$ cat src/rtl/content_defined_chunker_assert.svh
// Assertion macros shared by the chunker RTL.
`ifndef CONTENT_DEFINED_CHUNKER_ASSERT_SVH
`define CONTENT_DEFINED_CHUNKER_ASSERT_SVH

// Same-cycle implication, disabled while reset is active.
`define CDC_ASSERT_NOW(label, ante, cons, msg) \
    label: assert property (@(posedge clk) disable iff (!rst_n) (ante) |-> (cons)) \
        else $error(msg);

// Next-cycle implication, disabled while reset is active.
`define CDC_ASSERT_NEXT(label, ante, cons, msg) \
    label: assert property (@(posedge clk) disable iff (!rst_n) (ante) |=> (cons)) \
        else $error(msg);

`endif

$ cat src/rtl/cdc_pkg.sv
// Shared constants, register indexes and the ELF hash step for the chunker.
package cdc_pkg;

    // Hash stays below 2^28 after every update step
    localparam int HASH_W   = 28;
    localparam int CFG_IDX_W = 2;
    localparam int CFG_DATA_W = 7;
    localparam int REASON_W = 2;
    localparam int OUT_FIELD_W = 16;
    localparam int WIN_CNT_W = 7;
    localparam int REM_CFG_W = 6;

    // Configuration register indexes
    localparam logic [CFG_IDX_W-1:0] REG_MIN_WINDOWS     = 2'd0;
    localparam logic [CFG_IDX_W-1:0] REG_MAX_WINDOWS     = 2'd1;
    localparam logic [CFG_IDX_W-1:0] REG_MATCH_REMAINDER = 2'd2;

    // Register reset values
    localparam logic [WIN_CNT_W-1:0] MIN_WINDOWS_RST     = 7'd8;
    localparam logic [WIN_CNT_W-1:0] MAX_WINDOWS_RST     = 7'd12;
    localparam logic [REM_CFG_W-1:0] MATCH_REMAINDER_RST = 6'd22;

    // Cut reason codes
    localparam logic [REASON_W-1:0] REASON_HASH = 2'd0;
    localparam logic [REASON_W-1:0] REASON_MAX  = 2'd1;
    localparam logic [REASON_W-1:0] REASON_EOS  = 2'd2;

    // One ELF hash step with the byte sign-extended
    function automatic logic [HASH_W-1:0] elf_mix(input logic [HASH_W-1:0] h,
                                                  input logic [7:0] b);
        logic [31:0] t;
        t = {h, 4'b0000} + {{24{b[7]}}, b};
        if (t[31:28] != 4'b0000)
            elf_mix = t[27:0] ^ {20'b0, t[31:28], 4'b0000};
        else
            elf_mix = t[27:0];
    endfunction

endpackage

$ cat src/rtl/content_defined_chunker.sv
// Content-defined chunker: ELF window hash, chunk cut decision and result output.
//
// Usage:
//   Bytes enter on the s_ stream, one per request; s_tlast marks the last byte
//   of a file. Every cut produces one request on the m_ stream carrying the
//   chunk length (saturated at 65535), chunk sequence number and cut reason.
//   The user writes registers over the cfg_ channel (always ready) only while
//   idle; the block does not enforce it. Unlisted indexes are ignored.
// Timing:
//   One byte is taken every cycle while m_ does not stall. A result appears
//   on m_ once its byte has passed each registered step in turn: the edge
//   that accepts the byte captures the hash update, then quotient multiply,
//   remainder and match, and the cut decision into the output register follow.
//   The hash modulo is a reciprocal multiply followed by a multiply-subtract,
//   one multiplier per stage, so the rate is set by nothing but the pipeline.
// Reset:
//   rst_n clears the hash, counters, pipeline valids and loads the register
//   defaults (8, 12, 22). No clearing pass is needed.
// Stall:
//   A held result keeps m_ stable; the three pipeline stages still fill, so up
//   to three more bytes are taken before s_tready drops.
module content_defined_chunker #(
    parameter int WINDOW_BYTES = 512,
    parameter int HASH_DIVISOR = 44
) (
    input  logic                              clk,
    input  logic                              rst_n,
    // Input byte stream
    input  logic                              s_tvalid,
    output logic                              s_tready,
    input  logic [7:0]                        s_tdata,   // [7:0] data_byte
    input  logic                              s_tlast,   // end_of_stream
    // Chunk result stream
    output logic                              m_tvalid,
    input  logic                              m_tready,
    output logic [2*cdc_pkg::OUT_FIELD_W-1:0] m_tdata,   // [15:0] chunk_length,
                                                         // [31:16] chunk_index
    output logic [cdc_pkg::REASON_W-1:0]      m_tuser,   // [1:0] cut_reason
    // Register write channel
    input  logic                              cfg_valid,
    output logic                              cfg_ready,
    input  logic [cdc_pkg::CFG_IDX_W-1:0]     cfg_index,
    input  logic [cdc_pkg::CFG_DATA_W-1:0]    cfg_data
);
    import cdc_pkg::*;

    `include "content_defined_chunker_assert.svh"

    localparam int BIW_W   = $clog2(WINDOW_BYTES + 1);
    localparam int LEN_RAW = $clog2(128 * WINDOW_BYTES + 1);
    localparam int LEN_W   = (LEN_RAW > OUT_FIELD_W + 1) ? LEN_RAW : OUT_FIELD_W + 1;
    localparam int DIV_L   = $clog2(HASH_DIVISOR);
    localparam int DIV_S   = HASH_W + DIV_L;
    localparam int RECIP_W = HASH_W + 1;
    localparam int PROD_W  = HASH_W + RECIP_W;
    localparam logic [63:0] RECIP64 =
        ((64'd1 << DIV_S) + 64'(HASH_DIVISOR) - 64'd1) / 64'(HASH_DIVISOR);
    localparam logic [RECIP_W-1:0] RECIP = RECIP64[RECIP_W-1:0];
    localparam int REM_W   = (DIV_L > 0) ? DIV_L : 1;
    localparam int CMP_W   = (REM_W > REM_CFG_W) ? REM_W : REM_CFG_W;

    // Configuration registers
    logic [WIN_CNT_W-1:0] min_win_reg;
    logic [WIN_CNT_W-1:0] max_win_reg;
    logic [REM_CFG_W-1:0] match_rem_reg;

    // Front state
    logic [HASH_W-1:0] hash_reg, hash_next;
    logic [BIW_W-1:0]  biw_reg, biw_next;

    // Pipeline stages
    logic              p1_v_reg, p2_v_reg, p3_v_reg;
    logic [HASH_W-1:0] p1_hash_reg, p2_hash_reg;
    logic [HASH_W-1:0] p2_q_reg;
    logic              p1_wend_reg, p2_wend_reg, p3_wend_reg;
    logic              p1_eos_reg, p2_eos_reg, p3_eos_reg;
    logic [BIW_W-1:0]  p1_biw_reg, p2_biw_reg, p3_biw_reg;
    logic              p3_match_reg;

    // Back state and output
    logic [WIN_CNT_W-1:0]   wic_reg;
    logic [OUT_FIELD_W-1:0] chunk_cnt_reg;
    logic                   out_v_reg;
    logic [OUT_FIELD_W-1:0] out_len_reg, out_idx_reg;
    logic [REASON_W-1:0]    out_reason_reg;

    logic en_out, en_p3, en_p2, accept;
    logic [HASH_W-1:0] mix_hash;
    logic [BIW_W-1:0]  biw_inc;
    logic              wend;

    // Stage advance chain; bubbles let input flow while a result waits
    assign en_out    = !out_v_reg || m_tready;
    assign en_p3     = !p3_v_reg || en_out;
    assign en_p2     = !p2_v_reg || en_p3;
    assign s_tready  = !p1_v_reg || en_p2;
    assign accept    = s_tvalid && s_tready;
    assign cfg_ready = 1'b1;

    // Register writes
    always_ff @(posedge clk or negedge rst_n)
    begin
        if (!rst_n)
        begin
            min_win_reg   <= MIN_WINDOWS_RST;
            max_win_reg   <= MAX_WINDOWS_RST;
            match_rem_reg <= MATCH_REMAINDER_RST;
        end
        else if (cfg_valid && cfg_ready)
        begin
            unique case (cfg_index)
                REG_MIN_WINDOWS:     min_win_reg   <= cfg_data;
                REG_MAX_WINDOWS:     max_win_reg   <= cfg_data;
                REG_MATCH_REMAINDER: match_rem_reg <= cfg_data[REM_CFG_W-1:0];
                default:             ;
            endcase
        end
    end

    // Hash step and window position; clear at window end and end of stream
    always_comb
    begin
        mix_hash  = elf_mix(hash_reg, s_tdata);
        biw_inc   = biw_reg + BIW_W'(1);
        wend      = (biw_inc == BIW_W'(WINDOW_BYTES));
        hash_next = hash_reg;
        biw_next  = biw_reg;
        if (accept)
        begin
            hash_next = (wend || s_tlast) ? '0 : mix_hash;
            biw_next  = (wend || s_tlast) ? '0 : biw_inc;
        end
    end

    always_ff @(posedge clk or negedge rst_n)
    begin
        if (!rst_n)
        begin
            hash_reg <= '0;
            biw_reg  <= '0;
        end
        else
        begin
            hash_reg <= hash_next;
            biw_reg  <= biw_next;
        end
    end

    // Stage valids
    always_ff @(posedge clk or negedge rst_n)
    begin
        if (!rst_n)
        begin
            p1_v_reg <= 1'b0;
            p2_v_reg <= 1'b0;
            p3_v_reg <= 1'b0;
        end
        else
        begin
            if (s_tready)
                p1_v_reg <= s_tvalid;
            if (en_p2)
                p2_v_reg <= p1_v_reg;
            if (en_p3)
                p3_v_reg <= p2_v_reg;
        end
    end

    // Stage 1: capture the updated hash and item flags
    always_ff @(posedge clk)
    begin
        if (accept)
        begin
            p1_hash_reg <= mix_hash;
            p1_wend_reg <= wend;
            p1_eos_reg  <= s_tlast;
            p1_biw_reg  <= biw_inc;
        end
    end

    // Stage 2: quotient by reciprocal multiply
    logic [PROD_W-1:0] quot_prod;
    assign quot_prod = PROD_W'(p1_hash_reg) * PROD_W'(RECIP);

    always_ff @(posedge clk)
    begin
        if (en_p2)
        begin
            p2_hash_reg <= p1_hash_reg;
            p2_q_reg    <= HASH_W'(quot_prod >> DIV_S);
            p2_wend_reg <= p1_wend_reg;
            p2_eos_reg  <= p1_eos_reg;
            p2_biw_reg  <= p1_biw_reg;
        end
    end

    // Stage 3: remainder and match against the boundary value
    logic [HASH_W-1:0] quot_back, rem_full;
    logic              rem_match;
    assign quot_back = HASH_W'(p2_q_reg * HASH_W'(HASH_DIVISOR));
    assign rem_full  = p2_hash_reg - quot_back;
    assign rem_match = (CMP_W'(rem_full[REM_W-1:0]) == CMP_W'(match_rem_reg));

    always_ff @(posedge clk)
    begin
        if (en_p3)
        begin
            p3_match_reg <= rem_match;
            p3_wend_reg  <= p2_wend_reg;
            p3_eos_reg   <= p2_eos_reg;
            p3_biw_reg   <= p2_biw_reg;
        end
    end

    // Cut decision: forced size first, then hash match, then end of stream
    logic [WIN_CNT_W-1:0] wic_inc, wic_next;
    logic [LEN_W-1:0]     len_full;
    logic [OUT_FIELD_W-1:0] len_sat;
    logic                 cut;
    logic [REASON_W-1:0]  reason;
    logic                 load;

    always_comb
    begin
        wic_inc  = wic_reg + WIN_CNT_W'(1);
        len_full = LEN_W'(wic_reg) * LEN_W'(WINDOW_BYTES) + LEN_W'(p3_biw_reg);
        len_sat  = (len_full > LEN_W'({OUT_FIELD_W{1'b1}})) ? {OUT_FIELD_W{1'b1}}
                                                          : len_full[OUT_FIELD_W-1:0];
        cut      = 1'b0;
        reason   = REASON_EOS;
        if (p3_wend_reg)
        begin
            if (wic_inc >= max_win_reg)
            begin
                cut    = 1'b1;
                reason = REASON_MAX;
            end
            else if (wic_inc >= min_win_reg && p3_match_reg)
            begin
                cut    = 1'b1;
                reason = REASON_HASH;
            end
        end
        if (p3_eos_reg && !cut)
        begin
            cut    = 1'b1;
            reason = REASON_EOS;
        end
        wic_next = wic_reg;
        if (cut)
            wic_next = '0;
        else if (p3_wend_reg)
            wic_next = wic_inc;
        load = p3_v_reg && en_out;
    end

    // Back state and output valid
    always_ff @(posedge clk or negedge rst_n)
    begin
        if (!rst_n)
        begin
            wic_reg       <= '0;
            chunk_cnt_reg <= '0;
            out_v_reg     <= 1'b0;
        end
        else
        begin
            if (load)
            begin
                wic_reg <= wic_next;
                if (cut)
                    chunk_cnt_reg <= chunk_cnt_reg + OUT_FIELD_W'(1);
            end
            if (en_out)
                out_v_reg <= load && cut;
        end
    end

    // Output payload; hold while stalled
    always_ff @(posedge clk)
    begin
        if (load && cut)
        begin
            out_len_reg    <= len_sat;
            out_idx_reg    <= chunk_cnt_reg;
            out_reason_reg <= reason;
        end
    end

    assign m_tvalid = out_v_reg;
    assign m_tdata  = {out_idx_reg, out_len_reg};
    assign m_tuser  = out_reason_reg;

    // Checks
    `CDC_ASSERT_NEXT(a_eos_clears_front, accept && s_tlast,
        hash_reg == '0 && biw_reg == '0, "front state not cleared after end of stream")
    `CDC_ASSERT_NOW(a_index_tracks_counter, m_tvalid,
        chunk_cnt_reg == OUT_FIELD_W'(m_tdata[31:16] + 16'd1), "chunk counter out of step")
    `CDC_ASSERT_NOW(a_length_nonzero, m_tvalid,
        m_tdata[15:0] != 16'd0 && m_tuser <= REASON_EOS, "empty chunk or bad reason")

endmodule
$ cat config.mk
export PLATFORM = sky130hd
export DESIGN_NAME = content_defined_chunker
export DESIGN_NICKNAME = d
export VERILOG_FILES = /design/src/rtl/cdc_pkg.sv /design/src/rtl/content_defined_chunker.sv
export VERILOG_INCLUDE_DIRS = /design/src /design/src/rtl
export SDC_FILE = /design/constraint.sdc
export NUM_CORES = 1
export LEC_CHECK = 0
export ABC_AREA = 0
export ABC_CLOCK_PERIOD_IN_PS = 6100
export BUFFER_PORTS_ARGS = -buffer_cell sky130_fd_sc_hd__buf_2
export CORE_MARGIN = 1
export CORE_UTILIZATION = 50
export CTS_BUF_LIST = sky130_fd_sc_hd__clkbuf_16
export CTS_CLUSTER_DIAMETER = 50
export DETAILED_ROUTE_END_ITERATION = 10
export GPL_ROUTABILITY_DRIVEN = 1
export MAX_ROUTING_LAYER = met4
export PLACE_DENSITY = 0.71
export SYNTH_ARGS = -nofsm -noshare
export SYNTH_HDL_FRONTEND = slang
export SYNTH_SLANG_ARGS = --single-unit
$ cat constraint.sdc
create_clock -name clk -period 6.1 [get_ports clk]
set_input_delay 0.915 -clock clk [delete_from_list [all_inputs] [get_ports clk]]
set_output_delay 0.915 -clock clk [all_outputs]
set_load 0.01 [all_outputs]
==> results by group <==
Run status
  • Status: complete, but fails checks
  • Failing checks: setup timing

Logic synthesis
  • Count of cell types in the netlist: around 70
  • Ranking of synthesized cells by area: sky130_fd_sc_hd__fa_1 24%, sky130_fd_sc_hd__edfxtp_1 19%, sky130_fd_sc_hd__ha_1 17%
  • Most common cell in the synthesized netlist: sky130_fd_sc_hd__inv_1
  • Multiplexer fraction of the synthesized cell area: 0.0120
  • Synthesized flop and latch total: around 190
  • Post-synth top flop: sky130_fd_sc_hd__edfxtp_1
  • Gate count after technology mapping: 1570
  • Number of warnings issued by yosys: 0
  • Complex-gate fraction of the synthesized area: 0.0738
  • Library cell occupying the most area in the post-synthesis netlist: sky130_fd_sc_hd__fa_1
  • Post-Synth XOR/XNOR Area: 0.0481
  • Average footprint of a synthesized cell: 11.1 µm²
  • Number of flops mapped to enable cells by yosys: 109
  • List of most frequent post-synthesis cells: 415 x sky130_fd_sc_hd__inv_1, 234 x sky130_fd_sc_hd__ha_1, 206 x sky130_fd_sc_hd__fa_1
  • Portion of the post-synthesis area used by sequential elements: 0.309
  • Synth Area in Adders: 0.403
  • Post-Synth Simple-Gate Area: 0.0595
  • Main combinational cell family by area after synthesis: adder cells
  • Proportion of netlist area held by the largest area contributor: 0.236
  • Nets in the synthesized netlist: 2033
  • Share of async-settable or async-resettable flops after synthesis: 0.438
  • Cell Area, Synth: 17500 µm²

Clocking
  • Level count of the clock H-tree: 4
  • Clock latency at the later pin of the worst-skew pair: 0.45 ns
  • Register clock-pin slew on the reported worst setup and hold paths: 0.08 ns
  • Cell chosen for the clock root: sky130_fd_sc_hd__clkbuf_16
  • Maximum buffer depth of the clock tree: 2
  • TritonCTS clock tree: done
  • Sink Count: 194
  • CTS Buf Count: 17

GRT
  • Maximum number of pins on one net before global-route repair: 51
  • Via count of the first global-routing pass: 11672
  • Overall track demand over capacity in global routing: 0.232
  • First-pass GRT wire length: 61.6 mm
  • Antenna violations before repair: 0
  • Total overflow reported by the global router: 0

Worst setup path
  • Worst reg2reg path startpoint: p1_hash_reg[7]
  • Endpoint of the worst register-to-register path: p2_q_reg[3]
  • Arr. time, crit path: 6.43 ns
  • Type of origin of the critical path: flop
  • Number of cells traversed by the worst register-to-register path: 22
  • Max Fanout on Critical Path: 3
  • Data required time of the worst path: approximately 6.3 ns
  • Worst Setup Path Type: flop to flop
  • Type of destination of the critical path: flop
  • R2r setup slk: -0.16 ns

Detailed routing
  • Post-route DRC violation count: 0
  • Routed vias: 11093
  • Post-DR wirelength/cell: 17.7 µm
  • Drt initial violations: 584
  • Total wire length: 38.4 mm
  • Vias per Instance: 5.12
  • Number of routed nets with antenna violations: 0
  • Number of optimization iterations in the first detailed-route pass: 7

Layout
  • Share of layout cells above drive strength 1: 0.136
  • Post-layout instance count excluding filler cells: 2168
  • Layout Nets: approximately 2200
  • Post-route cell area: 19600 µm²
  • Final cell utilization of the core: 0.569
  • Number of diodes added for antenna fixing: 0
  • Synth-to-layout area growth: 12.1%

Timing
  • Final critical delay including setup and external delays: 6.26 ns
  • Final Hold Viols: 0
  • Max Freq: about 160 MHz
  • Max-slew violation count: 0
  • Final Cycle Share: 1.03
  • Relative slew margins: 0.349
  • RSZ-0062 raised after global routing: yes
  • Worst-Margin Slew: 0.974 ns
  • Clock tree skew after final layout: 0.0252 ns
  • Worst setup margin: -0.160 ns
  • Count of endpoints failing setup in the final report: 3

Floorplanning
  • FP Rows: 68
  • Number of placed I/O pins: 60
  • Initial core utilization: 0.508
  • Die span in x: between 150 and 200 µm
  • Area of the die: 35700 µm²
  • Floorplan core area: 34500 µm²
  • Height of the die: around 190 µm

Placed design
  • Post-DP HPWL: 31.9 mm
  • Gpl congestion: 0.938
  • Placed instance area: 18700 µm²
  • Count of port buffers added during placement: 58
  • Placed insts: 2124

Hold path
  • Tightest Hold Check Type: input port to asynchronous set/reset pin

Job
  • Max Cap Viol: 0
worst max-delay path by stage:
stage | cells after the start | from | endpoint
6_report | 22 | p1_hash_reg[7] | p2_q_reg[3]
5_1_grt | 22 | p1_hash_reg[7] | p2_q_reg[3]
4_1_cts | 22 | p1_hash_reg[7] | p2_q_reg[3]
3_5_place_dp | 21 | p1_hash_reg[7] | p2_q_reg[3]
3_3_place_gp | 21 | p1_hash_reg[16] | p2_q_reg[3]
2_1_floorplan | 22 | p1_hash_reg[8] | p2_q_reg[3]
metal layers:
metal / vias to the layer above / global-route usage / wire length, µm
met2: 222 / 0.396 / 19500
met5: - / - / 0
met1: 5526 / 0.295 / 17100
met3: 30 / 0.0335 / 1390
li1: 5315 / - / -
met4: 0 / 0.0450 / 532
per-stage QoR:
stage | TNS (ns) | setup WS [ns] | hold slack (ns)
6_report | -0.312 | -0.160 | 0.412
5_1_grt | -0.776 | -0.318 | 0.415
4_1_cts | -0.184 | -0.151 | 0.405
3_5_place_dp | -0.607 | -0.300 | 0.405
3_3_place_gp | -0.271 | -0.170 | 0.403
2_1_floorplan | 0 | 0.0531 | 0.400
final cells by class:
cell class	count	area, µm²
clock buffers	17	425
fillers	2891	14800
well taps	455	569
multi-input cells	940	10600
repair buffers	132	860
inverters	415	1560
flip-flops and latches	194	5410
clock inverters	15	150
cells by family (layout without fill, tap and decap cells):
| family | count (synthesis) | in the layout |
|---|---|---|
| AO/OA/AOI/OAI | 181 | 181 |
| XOR/XNOR | 96 | 96 |
| adder cells (fa/ha/maj) | 440 | 440 |
| buffers and inverters | 436 | 579 |
| flip-flops | 194 | 194 |
| multiplexers | 19 | 19 |
| other | 1 | 1 |
| AND/OR/NAND/NOR | 203 | 203 |
what timing repair did:
action,CTS,global route
setup endpoints to repair,3,4
hold buffers,0,0
buffers inserted,3,10
pin swaps,10,11
resized for setup,29,13
placed cells by master, fill, tap and decap left out, drive strengths merged, types with 29 or more instances in the layout:
cell type,n
inv,423
ha,234
fa,206
buf,132
edfxtp,109
dfrtp,79
xnor2,62
nand2,55
o21ai,40
a21oi,37
xor2,34
nand3,32
a22o,30
nor2,29
critical path: stages, from the launching register on:
cell	delay (ns)
sky130_fd_sc_hd__edfxtp_1	0.42
sky130_fd_sc_hd__fa_1	0.56
sky130_fd_sc_hd__inv_2	0.04
sky130_fd_sc_hd__fa_2	0.52
sky130_fd_sc_hd__inv_2	0.04
sky130_fd_sc_hd__fa_1	0.52
sky130_fd_sc_hd__inv_2	0.06
sky130_fd_sc_hd__fa_1	0.49
sky130_fd_sc_hd__inv_2	0.04
sky130_fd_sc_hd__fa_1	0.46
sky130_fd_sc_hd__fa_1	0.51
sky130_fd_sc_hd__inv_2	0.04
sky130_fd_sc_hd__fa_1	0.51
sky130_fd_sc_hd__inv_2	0.05
sky130_fd_sc_hd__ha_4	0.26
sky130_fd_sc_hd__and3_4	0.19
sky130_fd_sc_hd__nand2_4	0.06
sky130_fd_sc_hd__nor4_4	0.16
sky130_fd_sc_hd__o41ai_2	0.13
sky130_fd_sc_hd__a211o_1	0.36
sky130_fd_sc_hd__a31oi_4	0.17
sky130_fd_sc_hd__nor4_1	0.07
sky130_fd_sc_hd__a311o_1	0.31
Power is not shown: default switching activity piles up to over one toggle a cycle in this logic, so the estimate is an artifact.
